$ cat src/rtl/sveq_pkg.sv
package sveq_pkg;

  localparam int NUM_CUT    = 8;
  localparam int NUM_BELL   = 4;
  localparam int NUM_SLOTS  = 2 + 2 * NUM_CUT + NUM_BELL;
  localparam int LP1_SLOT   = 1 + NUM_CUT;
  localparam int BELL_START = 2 + 2 * NUM_CUT;
  localparam int NUM_COEFS  = 5;
  localparam int REG_W      = 22;
  localparam int CFG_IDX_W  = 2;

  localparam int SMP_W      = 24;
  localparam int COEF_W     = 32;
  localparam int ST_W       = 48;
  localparam int COEF_FRAC  = COEF_W - 4;
  localparam int WID_SH     = (ST_W - 8) - (SMP_W - 1);
  localparam int LO_W       = ST_W / 2;
  localparam int MUL_W      = ST_W + COEF_W + 2;

  localparam int COEF_DEPTH = NUM_SLOTS * NUM_COEFS;
  localparam int ST_DEPTH   = NUM_SLOTS * 2;
  localparam int SLOT_W     = $clog2(NUM_SLOTS + 1);
  localparam int CA_W       = $clog2(COEF_DEPTH);
  localparam int SA_W       = $clog2(ST_DEPTH);
  localparam int STEP_W     = 5;

  localparam logic KIND_SAMPLE = 1'b0;
  localparam logic KIND_COEF   = 1'b1;

  localparam logic [CFG_IDX_W-1:0] CFG_ENABLE = 2'd0;
  localparam logic [CFG_IDX_W-1:0] CFG_BYPASS = 2'd1;

  localparam logic [2:0] CI_G  = 3'd0;
  localparam logic [2:0] CI_D  = 3'd1;
  localparam logic [2:0] CI_R2 = 3'd2;
  localparam logic [2:0] CI_B0 = 3'd0;
  localparam logic [2:0] CI_B1 = 3'd1;
  localparam logic [2:0] CI_B2 = 3'd2;
  localparam logic [2:0] CI_A1 = 3'd3;
  localparam logic [2:0] CI_A2 = 3'd4;

  localparam logic [ST_W:0]      OUT_RND_P = (ST_W + 1)'(1) << (WID_SH - 1);
  localparam logic [ST_W:0]      OUT_RND_N = OUT_RND_P - (ST_W + 1)'(1);
  localparam logic [MUL_W-1:0]   MUL_RND_P = MUL_W'(1) << (COEF_FRAC - 1);
  localparam logic [MUL_W-1:0]   MUL_RND_N = MUL_RND_P - MUL_W'(1);
  localparam logic [ST_W-1:0]    ST_MAX    = {1'b0, {(ST_W - 1){1'b1}}};
  localparam logic [ST_W-1:0]    ST_MIN    = {1'b1, {(ST_W - 1){1'b0}}};
  localparam logic [SMP_W-1:0]   SMP_MAX   = {1'b0, {(SMP_W - 1){1'b1}}};
  localparam logic [SMP_W-1:0]   SMP_MIN   = {1'b1, {(SMP_W - 1){1'b0}}};

  typedef enum logic [2:0] {
    S_IDLE, S_SLOT, S_LD, S_EXEC, S_CLAT, S_MULW, S_DONE
  } ctrl_state_e;

  typedef enum logic [1:0] {MP_IDLE, MP_HI, MP_RND} mul_ph_e;

  typedef enum logic [2:0] {K_HP1, K_HP2, K_LP1, K_LP2, K_BELL} kind_e;

  typedef enum logic [1:0] {OP_CF, OP_MUL, OP_ALU, OP_END} op_e;

  typedef enum logic [1:0] {CF_C, CF_G, CF_CG} cf_e;

  typedef enum logic [2:0] {R_X, R_S1, R_S2, R_A, R_B, R_H, R_P, R_Z} reg_e;

  typedef struct packed {
    op_e        op;
    logic [2:0] cidx;
    cf_e        cf;
    reg_e       ma;
    logic       use_g;
    reg_e       dst;
    reg_e       a;
    reg_e       b;
    logic       sub;
  } uinstr_t;

  typedef struct packed {
    logic            capture;
    logic            ch_end;
    logic            ch;
    logic            st_load;
    logic            st_zero;
    logic            st_we;
    logic            cf_load;
    logic            mul_start;
    logic            alu_en;
    logic            out_load;
    logic            coef_we;
    logic [CA_W-1:0] coef_waddr;
    logic [CA_W-1:0] coef_raddr;
    logic [SA_W-1:0] st_addr;
    uinstr_t         ui;
  } sveq_cmd_t;

  typedef struct packed {
    logic mul_done;
  } sveq_sts_t;

  function automatic kind_e slot_kind(input logic [SLOT_W-1:0] slot);
    kind_e k;
    if (slot == SLOT_W'(0)) begin
      k = K_HP1;
    end else if (slot < SLOT_W'(LP1_SLOT)) begin
      k = K_HP2;
    end else if (slot == SLOT_W'(LP1_SLOT)) begin
      k = K_LP1;
    end else if (slot < SLOT_W'(BELL_START)) begin
      k = K_LP2;
    end else begin
      k = K_BELL;
    end
    return k;
  endfunction

  function automatic uinstr_t mk_end();
    uinstr_t u;
    u = '0;
    u.op = OP_END;
    return u;
  endfunction

  function automatic uinstr_t mk_cf(input logic [2:0] ci, input cf_e m);
    uinstr_t u;
    u = '0;
    u.op = OP_CF;
    u.cidx = ci;
    u.cf = m;
    return u;
  endfunction

  function automatic uinstr_t mk_mul(input reg_e a, input logic use_g);
    uinstr_t u;
    u = '0;
    u.op = OP_MUL;
    u.ma = a;
    u.use_g = use_g;
    return u;
  endfunction

  function automatic uinstr_t mk_alu(input reg_e d, input reg_e a, input reg_e b,
                                     input logic sub);
    uinstr_t u;
    u = '0;
    u.op = OP_ALU;
    u.dst = d;
    u.a = a;
    u.b = b;
    u.sub = sub;
    return u;
  endfunction

  function automatic uinstr_t ucode(input kind_e k, input logic [STEP_W-1:0] st);
    uinstr_t u;
    u = mk_end();
    unique case (k)
      K_HP2, K_LP2: begin
        unique case (st)
          5'd0:  u = mk_cf(CI_G, CF_G);
          5'd1:  u = mk_cf(CI_R2, CF_CG);
          5'd2:  u = mk_mul(R_S1, 1'b0);
          5'd3:  u = mk_alu(R_A, R_X, R_P, 1'b1);
          5'd4:  u = mk_alu(R_A, R_A, R_S2, 1'b1);
          5'd5:  u = mk_cf(CI_D, CF_C);
          5'd6:  u = mk_mul(R_A, 1'b0);
          5'd7:  u = mk_alu(R_H, R_P, R_Z, 1'b0);
          5'd8:  u = mk_mul(R_H, 1'b1);
          5'd9:  u = mk_alu(R_A, R_P, R_S1, 1'b0);
          5'd10: u = mk_alu(R_S1, R_A, R_P, 1'b0);
          5'd11: u = mk_mul(R_A, 1'b1);
          5'd12: u = mk_alu(R_B, R_P, R_S2, 1'b0);
          5'd13: u = mk_alu(R_S2, R_B, R_P, 1'b0);
          5'd14: begin
            if (k == K_HP2) begin
              u = mk_alu(R_X, R_H, R_Z, 1'b0);
            end else begin
              u = mk_alu(R_X, R_B, R_Z, 1'b0);
            end
          end
          default: u = mk_end();
        endcase
      end
      K_HP1: begin
        unique case (st)
          5'd0:    u = mk_cf(CI_G, CF_G);
          5'd1:    u = mk_cf(CI_D, CF_C);
          5'd2:    u = mk_alu(R_A, R_X, R_S1, 1'b1);
          5'd3:    u = mk_mul(R_A, 1'b0);
          5'd4:    u = mk_alu(R_H, R_P, R_Z, 1'b0);
          5'd5:    u = mk_mul(R_H, 1'b1);
          5'd6:    u = mk_alu(R_A, R_P, R_P, 1'b0);
          5'd7:    u = mk_alu(R_S1, R_S1, R_A, 1'b0);
          5'd8:    u = mk_alu(R_X, R_H, R_Z, 1'b0);
          default: u = mk_end();
        endcase
      end
      K_LP1: begin
        unique case (st)
          5'd0:    u = mk_cf(CI_G, CF_G);
          5'd1:    u = mk_cf(CI_D, CF_C);
          5'd2:    u = mk_mul(R_X, 1'b1);
          5'd3:    u = mk_alu(R_A, R_P, R_S1, 1'b0);
          5'd4:    u = mk_mul(R_A, 1'b0);
          5'd5:    u = mk_alu(R_H, R_P, R_Z, 1'b0);
          5'd6:    u = mk_alu(R_A, R_H, R_S1, 1'b1);
          5'd7:    u = mk_alu(R_S1, R_H, R_A, 1'b0);
          5'd8:    u = mk_alu(R_X, R_H, R_Z, 1'b0);
          default: u = mk_end();
        endcase
      end
      K_BELL: begin
        unique case (st)
          5'd0:    u = mk_cf(CI_B0, CF_C);
          5'd1:    u = mk_mul(R_X, 1'b0);
          5'd2:    u = mk_alu(R_H, R_P, R_S1, 1'b0);
          5'd3:    u = mk_cf(CI_B1, CF_C);
          5'd4:    u = mk_mul(R_X, 1'b0);
          5'd5:    u = mk_alu(R_A, R_P, R_Z, 1'b0);
          5'd6:    u = mk_cf(CI_A1, CF_C);
          5'd7:    u = mk_mul(R_H, 1'b0);
          5'd8:    u = mk_alu(R_A, R_A, R_P, 1'b1);
          5'd9:    u = mk_alu(R_S1, R_A, R_S2, 1'b0);
          5'd10:   u = mk_cf(CI_B2, CF_C);
          5'd11:   u = mk_mul(R_X, 1'b0);
          5'd12:   u = mk_alu(R_A, R_P, R_Z, 1'b0);
          5'd13:   u = mk_cf(CI_A2, CF_C);
          5'd14:   u = mk_mul(R_H, 1'b0);
          5'd15:   u = mk_alu(R_S2, R_A, R_P, 1'b1);
          5'd16:   u = mk_alu(R_X, R_H, R_Z, 1'b0);
          default: u = mk_end();
        endcase
      end
      default: u = mk_end();
    endcase
    return u;
  endfunction

  function automatic logic [ST_W-1:0] sat_st(input logic [ST_W:0] s);
    logic [ST_W-1:0] r;
    if (s[ST_W] != s[ST_W-1]) begin
      r = s[ST_W] ? ST_MIN : ST_MAX;
    end else begin
      r = s[ST_W-1:0];
    end
    return r;
  endfunction

  function automatic logic [ST_W-1:0] widen(input logic [SMP_W-1:0] s);
    return {{(ST_W - SMP_W - WID_SH){s[SMP_W-1]}}, s, {WID_SH{1'b0}}};
  endfunction

  function automatic logic [SMP_W-1:0] round_out(input logic [ST_W-1:0] x);
    logic [ST_W:0]        t;
    logic [ST_W-WID_SH:0] q;
    logic [SMP_W-1:0]     r;
    t = {x[ST_W-1], x} + (x[ST_W-1] ? OUT_RND_N : OUT_RND_P);
    q = t[ST_W:WID_SH];
    if ((&q[ST_W-WID_SH:SMP_W-1]) || !(|q[ST_W-WID_SH:SMP_W-1])) begin
      r = q[SMP_W-1:0];
    end else begin
      r = q[ST_W-WID_SH] ? SMP_MIN : SMP_MAX;
    end
    return r;
  endfunction

endpackage

$ cat src/rtl/sveq_ctrl.sv
module sveq_ctrl import sveq_pkg::*; (
  input  logic                 clk_i,
  input  logic                 rst_ni,
  input  logic                 req_valid_i,
  output logic                 req_ready_o,
  input  logic                 req_kind_i,
  input  logic [4:0]           req_slot_i,
  input  logic [2:0]           req_cidx_i,
  output logic                 res_valid_o,
  input  logic                 res_ready_i,
  input  logic                 cfg_we_i,
  input  logic [CFG_IDX_W-1:0] cfg_idx_i,
  input  logic [REG_W-1:0]     cfg_wdata_i,
  input  sveq_sts_t            sts_i,
  output sveq_cmd_t            cmd_o
);

  ctrl_state_e         state_q, state_d;
  logic [REG_W-1:0]    en_q, byp_q, prev_q, prev_d, rise;
  logic [ST_DEPTH-1:0] valid_q, valid_d, rise_mask;
  logic [SLOT_W-1:0]   slot_q, slot_d;
  logic                ch_q, ch_d;
  logic [STEP_W-1:0]   step_q, step_d;
  logic                res_valid_q, res_valid_d;
  uinstr_t             ui;

  assign ui   = ucode(slot_kind(slot_q), step_q);
  assign rise = en_q & ~prev_q;

  always_comb begin
    for (int s = 0; s < NUM_SLOTS; s++) begin
      rise_mask[2*s]   = rise[s];
      rise_mask[2*s+1] = rise[s];
    end
  end

  always_comb begin
    state_d     = state_q;
    slot_d      = slot_q;
    ch_d        = ch_q;
    step_d      = step_q;
    prev_d      = prev_q;
    valid_d     = valid_q;
    req_ready_o = 1'b0;
    cmd_o       = '0;
    cmd_o.ui    = ui;
    cmd_o.ch    = ch_q;
    cmd_o.st_addr    = {slot_q, ch_q};
    cmd_o.coef_raddr = CA_W'({slot_q, 2'b00}) + CA_W'(slot_q) + CA_W'(ui.cidx);
    cmd_o.coef_waddr = CA_W'({req_slot_i, 2'b00}) + CA_W'(req_slot_i) + CA_W'(req_cidx_i);
    unique case (state_q)
      S_IDLE: begin
        req_ready_o = 1'b1;
        if (req_valid_i) begin
          if (req_kind_i == KIND_COEF) begin
            cmd_o.coef_we = (req_slot_i < 5'(NUM_SLOTS)) && (req_cidx_i < 3'(NUM_COEFS));
          end else begin
            cmd_o.capture = 1'b1;
            prev_d  = en_q;
            valid_d = valid_q & ~rise_mask;
            slot_d  = '0;
            ch_d    = 1'b0;
            state_d = S_SLOT;
          end
        end
      end
      S_SLOT: begin
        if (slot_q == SLOT_W'(NUM_SLOTS)) begin
          cmd_o.ch_end = 1'b1;
          if (ch_q) begin
            state_d = S_DONE;
          end else begin
            ch_d   = 1'b1;
            slot_d = '0;
          end
        end else if (en_q[slot_q] && !byp_q[slot_q]) begin
          state_d = S_LD;
        end else begin
          slot_d = slot_q + 1'b1;
        end
      end
      S_LD: begin
        cmd_o.st_load = 1'b1;
        cmd_o.st_zero = !valid_q[{slot_q, ch_q}];
        step_d  = '0;
        state_d = S_EXEC;
      end
      S_EXEC: begin
        unique case (ui.op)
          OP_CF:  state_d = S_CLAT;
          OP_MUL: begin
            cmd_o.mul_start = 1'b1;
            state_d = S_MULW;
          end
          OP_ALU: begin
            cmd_o.alu_en = 1'b1;
            step_d = step_q + 1'b1;
          end
          OP_END: begin
            cmd_o.st_we = 1'b1;
            valid_d[{slot_q, ch_q}] = 1'b1;
            slot_d  = slot_q + 1'b1;
            state_d = S_SLOT;
          end
        endcase
      end
      S_CLAT: begin
        cmd_o.cf_load = 1'b1;
        step_d  = step_q + 1'b1;
        state_d = S_EXEC;
      end
      S_MULW: begin
        if (sts_i.mul_done) begin
          step_d  = step_q + 1'b1;
          state_d = S_EXEC;
        end
      end
      S_DONE: begin
        if (!res_valid_q || res_ready_i) begin
          cmd_o.out_load = 1'b1;
          state_d = S_IDLE;
        end
      end
      default: state_d = S_IDLE;
    endcase
    if (cmd_o.out_load) begin
      res_valid_d = 1'b1;
    end else if (res_ready_i) begin
      res_valid_d = 1'b0;
    end else begin
      res_valid_d = res_valid_q;
    end
  end

  assign res_valid_o = res_valid_q;

  always_ff @(posedge clk_i or negedge rst_ni) begin
    if (!rst_ni) begin
      state_q     <= S_IDLE;
      prev_q      <= '0;
      valid_q     <= '0;
      slot_q      <= '0;
      ch_q        <= 1'b0;
      step_q      <= '0;
      res_valid_q <= 1'b0;
    end else begin
      state_q     <= state_d;
      prev_q      <= prev_d;
      valid_q     <= valid_d;
      slot_q      <= slot_d;
      ch_q        <= ch_d;
      step_q      <= step_d;
      res_valid_q <= res_valid_d;
    end
  end

  always_ff @(posedge clk_i or negedge rst_ni) begin
    if (!rst_ni) begin
      en_q  <= '0;
      byp_q <= '0;
    end else if (cfg_we_i) begin
      if (cfg_idx_i == CFG_ENABLE) begin
        en_q <= cfg_wdata_i;
      end else if (cfg_idx_i == CFG_BYPASS) begin
        byp_q <= cfg_wdata_i;
      end
    end
  end

`ifndef SYNTH
  a_mul_return: assert property (@(posedge clk_i) disable iff (!rst_ni)
    (state_q == S_MULW && sts_i.mul_done) |=> state_q == S_EXEC)
    else $error("sequencer did not resume after a product was ready");

  a_sample_start: assert property (@(posedge clk_i) disable iff (!rst_ni)
    (req_valid_i && req_ready_o && req_kind_i == KIND_SAMPLE) |=> state_q == S_SLOT)
    else $error("sample request did not start the section walk");

  a_slot_range: assert property (@(posedge clk_i) disable iff (!rst_ni)
    slot_q <= SLOT_W'(NUM_SLOTS))
    else $error("slot counter ran past the chain");

  a_out_load: assert property (@(posedge clk_i) disable iff (!rst_ni)
    cmd_o.out_load |=> res_valid_o)
    else $error("result register loaded without raising valid");
`endif

endmodule

$ cat config.mk
export PLATFORM = sky130hd
export DESIGN_NAME = sveq_ctrl
export DESIGN_NICKNAME = d
export VERILOG_FILES = /design/src/rtl/sveq_pkg.sv /design/src/rtl/sveq_ctrl.sv
export SDC_FILE = /design/constraint.sdc
export NUM_CORES = 1
export LEC_CHECK = 0
export BUFFER_PORTS_ARGS = -buffer_cell sky130_fd_sc_hd__buf_2
export CAP_MARGIN = 20
export CORE_AREA = 2 2 152 124
export DETAILED_ROUTE_END_ITERATION = 10
export DIE_AREA = 0 0 154 126
export SYNTH_ARGS = -nofsm -noshare
export SYNTH_HDL_FRONTEND = slang
export SYNTH_SLANG_ARGS = --single-unit
$ cat constraint.sdc
create_clock -name clk_i -period 4.6 [get_ports clk_i]
set_input_delay 0 -clock clk_i [delete_from_list [all_inputs] [get_ports clk_i]]
set_output_delay 0 -clock clk_i [all_outputs]
set_load 0.01 [all_outputs]
**After elaboration in Yosys (flattened, before gate mapping)**

Memory sizes are Yosys's and may differ from the RTL's.
Cells that the tools add are included.

- Flip-flop bits (word level): 125
- Bits in read-only memories: 1104
- Input port bits: 39
- Output and inout port bits: 54
- Logic and storage cells: 166
- Memories: 3

- Add/sub/neg operators: 6
- Magnitude comparators: 7
- Equal/unequal tests: 42
- Mux-type cells: 64
- Bitwise gates (word level): 7
- Reduce and logical (&&, ||, !) cells: 28

Memories:

| name | words | bits a word | read ports | clocked after memory_dff | wr ports | RTL line | source |
|---|---|---|---|---|---|---|---|
| (name not given) | 32 | 17 | 1 | 0 | 0 | sveq_pkg.sv:211 | `unique case (st)` |
| (name not given) | 16 | 18 | 1 | 0 | 0 | sveq_pkg.sv:183 | `unique case (st)` |
| (name not given) | 16 | 17 | 1 | 0 | 0 | sveq_pkg.sv:197 | `unique case (st)` |

Operators by type and width:

| operator | number |
|---|---|
| 21-bit case mux with 15 select lines | 1 |
| 44-bit 2-to-1 mux | 3 |
| 44-bit case mux with 2 select lines | 1 |
| 21-bit case mux with 4 select lines | 1 |
| 5-bit 2-to-1 mux | 9 |
| 44-bit bitwise AND | 1 |
| 44-bit inverter | 1 |
| 44-bit OR | 1 |
| 21-bit 2-to-1 mux | 2 |
| 5-bit by 4-bit == test with 1-bit output (second input constant) | 8 |
| 3-bit 2-to-1 mux | 11 |
| 1-bit 2-to-1 mux | 25 |
| 22-bit bitwise AND | 1 |
| 22-bit inverter | 1 |
| 5-bit by 3-bit == test with 1-bit output (second input constant) | 4 |
| 5-bit case mux with 4 select lines | 1 |
| 3-bit case mux with 6 select lines | 1 |
| 5-bit case mux with 3 select lines | 1 |
| 7-bit by 3-bit adder with 7-bit output | 2 |
| 7-bit by 5-bit adder with 7-bit output | 2 |
| 3-bit by 2-bit == test with 1-bit output (second input constant) | 4 |
| 3-bit == test (second input constant) | 4 |
| 3-bit inequality test (second input constant) | 4 |
| 5-bit by 1-bit adder with 5-bit output (second input constant) | 2 |
| other kinds (37) | 63 |

**Depth between registers and ports, before layout**

- Depth after elaboration: 12
- Gate-level depth with buffers: 18
- Gate-level depth less buffers: 16

**Least setup slack after synthesis**

No wires, ideal clock.

- Path type: register to output
- From: register slot_q[1]
- To: output cmd_o[32] (netlist name)
- Arrival time: 3.875 ns
- Required time: 4.600 ns
- Path slack: 0.725 ns
- Cell stages (with the launch flop): 18
- Path through: dfrtp_1 clkbuf_1 inv_1 ha_1 and3b_1 o22ai_2 and2_1 buf_6 nand2_1 nor3_1 a31o_2 ha_1 ha_1 fa_1 a21oi_1 nor2_1 nor2_1 xnor2_1

RTL lines:

| what | RTL line | source |
|---|---|---|
| start: declaration | sveq_ctrl.sv:21 | `logic [SLOT_W-1:0] slot_q, slot_d;` |
| start signal: assignment | sveq_ctrl.sv:150 | `slot_q <= slot_d;` |
| end: declaration | sveq_ctrl.sv:15 | `output sveq_cmd_t cmd_o` |

==> load_flow_metrics.sql <==
INSERT INTO impl_metrics (metric_group, metric, value, unit) VALUES
('outcome', 'outcome', 'finished clean', ''),
('synthesis', 'synth_top_cell_by_area', 'sky130_fd_sc_hd__dfrtp_1', ''),
('routing', 'antenna_violating_nets_post_route', '0', ''),
('global_route', 'grt_pass1_wl', '37900', 'um'),
('power_and_ir_drop', 'powerDensity', '524', 'mW/mm^2'),
('power_and_ir_drop', 'static-leakage-power', '4.29', 'nW'),
('global_route', 'via_count_of_the_first_global_routing_pass', '6488', ''),
('critical_path', 'crit_path_start_kind', 'flip-flop', ''),
('place', 'port-buffer-count', '92', ''),
('routing', 'routed_wl', '23700', 'um'),
('global_route', 'grt-ovfl-total', '0', ''),
('synthesis', 'ys_dominant_reg_cell', 'sky130_fd_sc_hd__dfrtp_1', ''),
('global_route', 'grt_util_met3', '8.33', '%'),
('critical_path', 'criticalPathCategory', 'reg -> out', ''),
('finish', 'num_antenna_cells', '0', ''),
('power_and_ir_drop', 'vdd_drop_max', '388', 'uV'),
('global_route', 'grtUsageTotal', '25.3', '%'),
('clock_tree', 'htree_num_levels', '4', ''),
('routing', 'vias', '6816', ''),
('die', 'die_area', '0.0194', 'mm^2'),
('finish', 'most_common_cell_after_layout_fill_and_taps_aside', 'sky130_fd_sc_hd__nand2_1', ''),
('critical_path', 'critical_path_s_largest_stage_delay', '500', 'ps'),
('clock_tree', 'worst_skew_pair.late_latency', '420', 'ps'),
('place', 'detailed_place.area', '0.00857', 'mm^2'),
('place', 'globalplace.congestion', '1.00', ''),
('die', 'floorplan.core_area', '0.0179', 'mm^2'),
('global_route', 'layer_with_the_highest_usage_after_global_routing', 'met1', ''),
('place', 'post-place-cells', '1128', ''),
('clock_tree', 'cts_setup_buffers', '0', ''),
('worst_hold_path', 'worstHoldPathType', 'in -> reg', ''),
('routing', 'drt-initial-drc-count', '628', ''),
('critical_path', 'critPathSlowestCell', 'sky130_fd_sc_hd__dfrtp_1', ''),
('die', 'ios', '93', ''),
('die', 'die_h', '126', 'um'),
('finish', 'layout-area-overhead-vs-synth', '19.1', '%'),
('global_route', 'grt_max_degree', '77', ''),
('finish', 'layout.cells.most_common_list', 'sky130_fd_sc_hd__nand2_1 (166), sky130_fd_sc_hd__dfrtp_1 (124), sky130_fd_sc_hd__buf_2 (91)', ''),
('sta', 'final-max-slew-violation-count', '0', ''),
('sta', 'slew-limit-headroom', '32.9', '%'),
('finish', 'sequential_cell_area', '0.00313', 'mm^2'),
('routing', 'post-route-drc-count', '0', ''),
('synthesis', 'seq_area_frac_synth', '39.5', '%'),
('clock_tree', 'root_buffer', 'sky130_fd_sc_hd__clkbuf_16', ''),
('finish', 'finish.utilization', '52.7', '%'),
('critical_path', 'timing.critical_path.fanout_max', '8', ''),
('finish', 'final-instance-count-excl-fill', '1186', ''),
('finish', 'multi_input_area', '0.00446', 'mm^2'),
('clock_tree', 'numClockSinks', '125', ''),
('sta', 'maxClockFrequency', '232', 'MHz'),
('place', 'dp_slack', '723', 'ps'),
('critical_path', 'cp_data_arrival_time', '4300', 'ps'),
('sta', 'fin_setup_tns', '0', 'ps'),
('sta', 'worst_slack', '297', 'ps'),
('die', 'initial_utilization', '44.2', '%'),
('synthesis', 'netlist_instances', '833', ''),
('finish', 'post_route_cells_drive_above_1_share', '25.9', '%'),
('die', 'die_boundary_width', '154', 'um'),
('sta', 'grt_setup_unrepaired', 'no', ''),
('place', 'dp_hpwl', '17300', 'um'),
('critical_path', 'path_cells', 'inv_1 -> ha_1 -> nor3_1 -> nor2_1 -> a2111oi_4 -> o21ai_0 -> nand2_1 -> nor3_1 -> a31o_2 -> ha_1 -> ha_1 -> fa_1 -> a21oi_1 -> nor2_1 -> nor2_1 -> xnor2_1 -> buf_2', ''),
('clock_tree', 'tritoncts', 'done', ''),
('flow_run', 'drv_cap', '0', ''),
('critical_path', 'endpoint_kind', 'output pin', ''),
('sta', 'final.setup_skew', '10.1', 'ps'),
('sta', 'timing_hold_violations_final', '0', ''),
('sta', 'worst_margin_pin_slew', '1010', 'ps'),
('sta', 'timing.final.crit_period', '4300', 'ps'),
('sta', 'period_share', '93.5', '%'),
('synthesis', 'proportion_of_synthesized_flip_flops_having_asynchronous_set_or_reset', '100', '%'),
('global_route', 'grt_antenna_before_repair', '0', ''),
('synthesis', 'synth_area_per_cell', '9.50', 'um^2');
==> state kept, by name, indices dropped and copies added, names as in the netlist <==
name / cells
valid_q: 44
byp_q: 22
en_q: 22
prev_q: 22
slot_q: 5
step_q: 5
state_q: 3
ch_q: 1
res_valid_o: 1
==> cells by family after synthesis <==
logic type	after synthesis	share of synthesized area (%)
compound gates	188	15.5
xor+xnor	9	0.996
fa+ha+maj	34	5.75
buf+inv	68	4.20
flops	125	39.5
mux	75	13.1
simple gates	334	20.9
==> Yosys cell counts, types with 7 or more instances <==
| cell | instances |
|---|---|
| sky130_fd_sc_hd__ha_1 | 30 |
| sky130_fd_sc_hd__a21oi_1 | 32 |
| sky130_fd_sc_hd__nand3_1 | 18 |
| sky130_fd_sc_hd__nor2_1 | 41 |
| sky130_fd_sc_hd__a31oi_1 | 10 |
| sky130_fd_sc_hd__mux2_2 | 50 |
| sky130_fd_sc_hd__nand3b_1 | 27 |
| sky130_fd_sc_hd__nor3_1 | 21 |
| sky130_fd_sc_hd__mux4_2 | 18 |
| sky130_fd_sc_hd__dfrtp_1 | 125 |
| sky130_fd_sc_hd__nand2_1 | 166 |
| sky130_fd_sc_hd__buf_1 | 8 |
| sky130_fd_sc_hd__mux2i_1 | 7 |
| sky130_fd_sc_hd__o22ai_1 | 8 |
| sky130_fd_sc_hd__clkbuf_1 | 19 |
| sky130_fd_sc_hd__nand2b_1 | 19 |
| sky130_fd_sc_hd__nor2b_1 | 8 |
| sky130_fd_sc_hd__buf_2 | 8 |
| sky130_fd_sc_hd__inv_1 | 18 |
| sky130_fd_sc_hd__xnor2_1 | 7 |
| sky130_fd_sc_hd__o21ai_0 | 35 |
| sky130_fd_sc_hd__o21ai_1 | 40 |
==> cell type report <==
class                   instances  share of cell area [%]
clock inverters                12                    1.45
well taps                     230                    3.05
inverters                      21                   0.836
clock buffers                  20                    4.84
repair buffers                138                    9.32
flip-flops and latches        125                    33.2
multi-input cells             640                    47.3
==> routing by layer <==
layer	vias up	part of all wire, %
met4	0	0.94
li1	3210	-
met3	22	9.2
met2	290	40
met5	-	0
met1	3294	50
==> worst paths after layout <==
check	startpoint	end	slack, ps	depth (start not counted)
hold reg to reg	prev_q[2]$_DFFE_PN0P_	prev_q[2]$_DFFE_PN0P_	470	2
setup reg to reg	step_q[1]$_DFFE_PN0P_	valid_q[15]$_DFFE_PN0P_	1130	11
setup / recovery	step_q[0]$_DFFE_PN0P_	cmd_o[32]	300	17
max in group asynchronous	rst_ni	prev_q[15]$_DFFE_PN0P_	3080	3
min in group asynchronous	rst_ni	prev_q[4]$_DFFE_PN0P_	290	2
hold / removal	req_valid_i	state_q[2]$_DFFE_PN0P_	140	4
==> tightest hold or removal path: stages <==
cell,delay [ps]
sky130_fd_sc_hd__buf_2,110
sky130_fd_sc_hd__nand2b_1,110
sky130_fd_sc_hd__a221o_1,190
sky130_fd_sc_hd__o21ai_0,90
==> repair_timing <==
item                                   CTS  global route
gates resized for setup                  0             1
hold buffers                            25             0
setup endpoints to repair                0             2
endpoints found under the hold margin  121             0
==> where the power goes <==
group          internal (mW)  switching, mW
clock network          0.830          0.521
logic                  0.813           1.19
registers               1.33          0.253
total                   2.98           1.97
==> through the flow <==
| stage | power, mW | hold slack, ps |
|---|---|---|
| final | 4.94 | 142 |
| after global routing | 5.26 | 199 |
| after CTS | 4.95 | 119 |
| after detailed placement | 3.56 | 234 |
| after global placement | 3.57 | 231 |
| after floorplan | 2.94 | -296 |
Note: power is estimated with default switching activity, not from simulation.
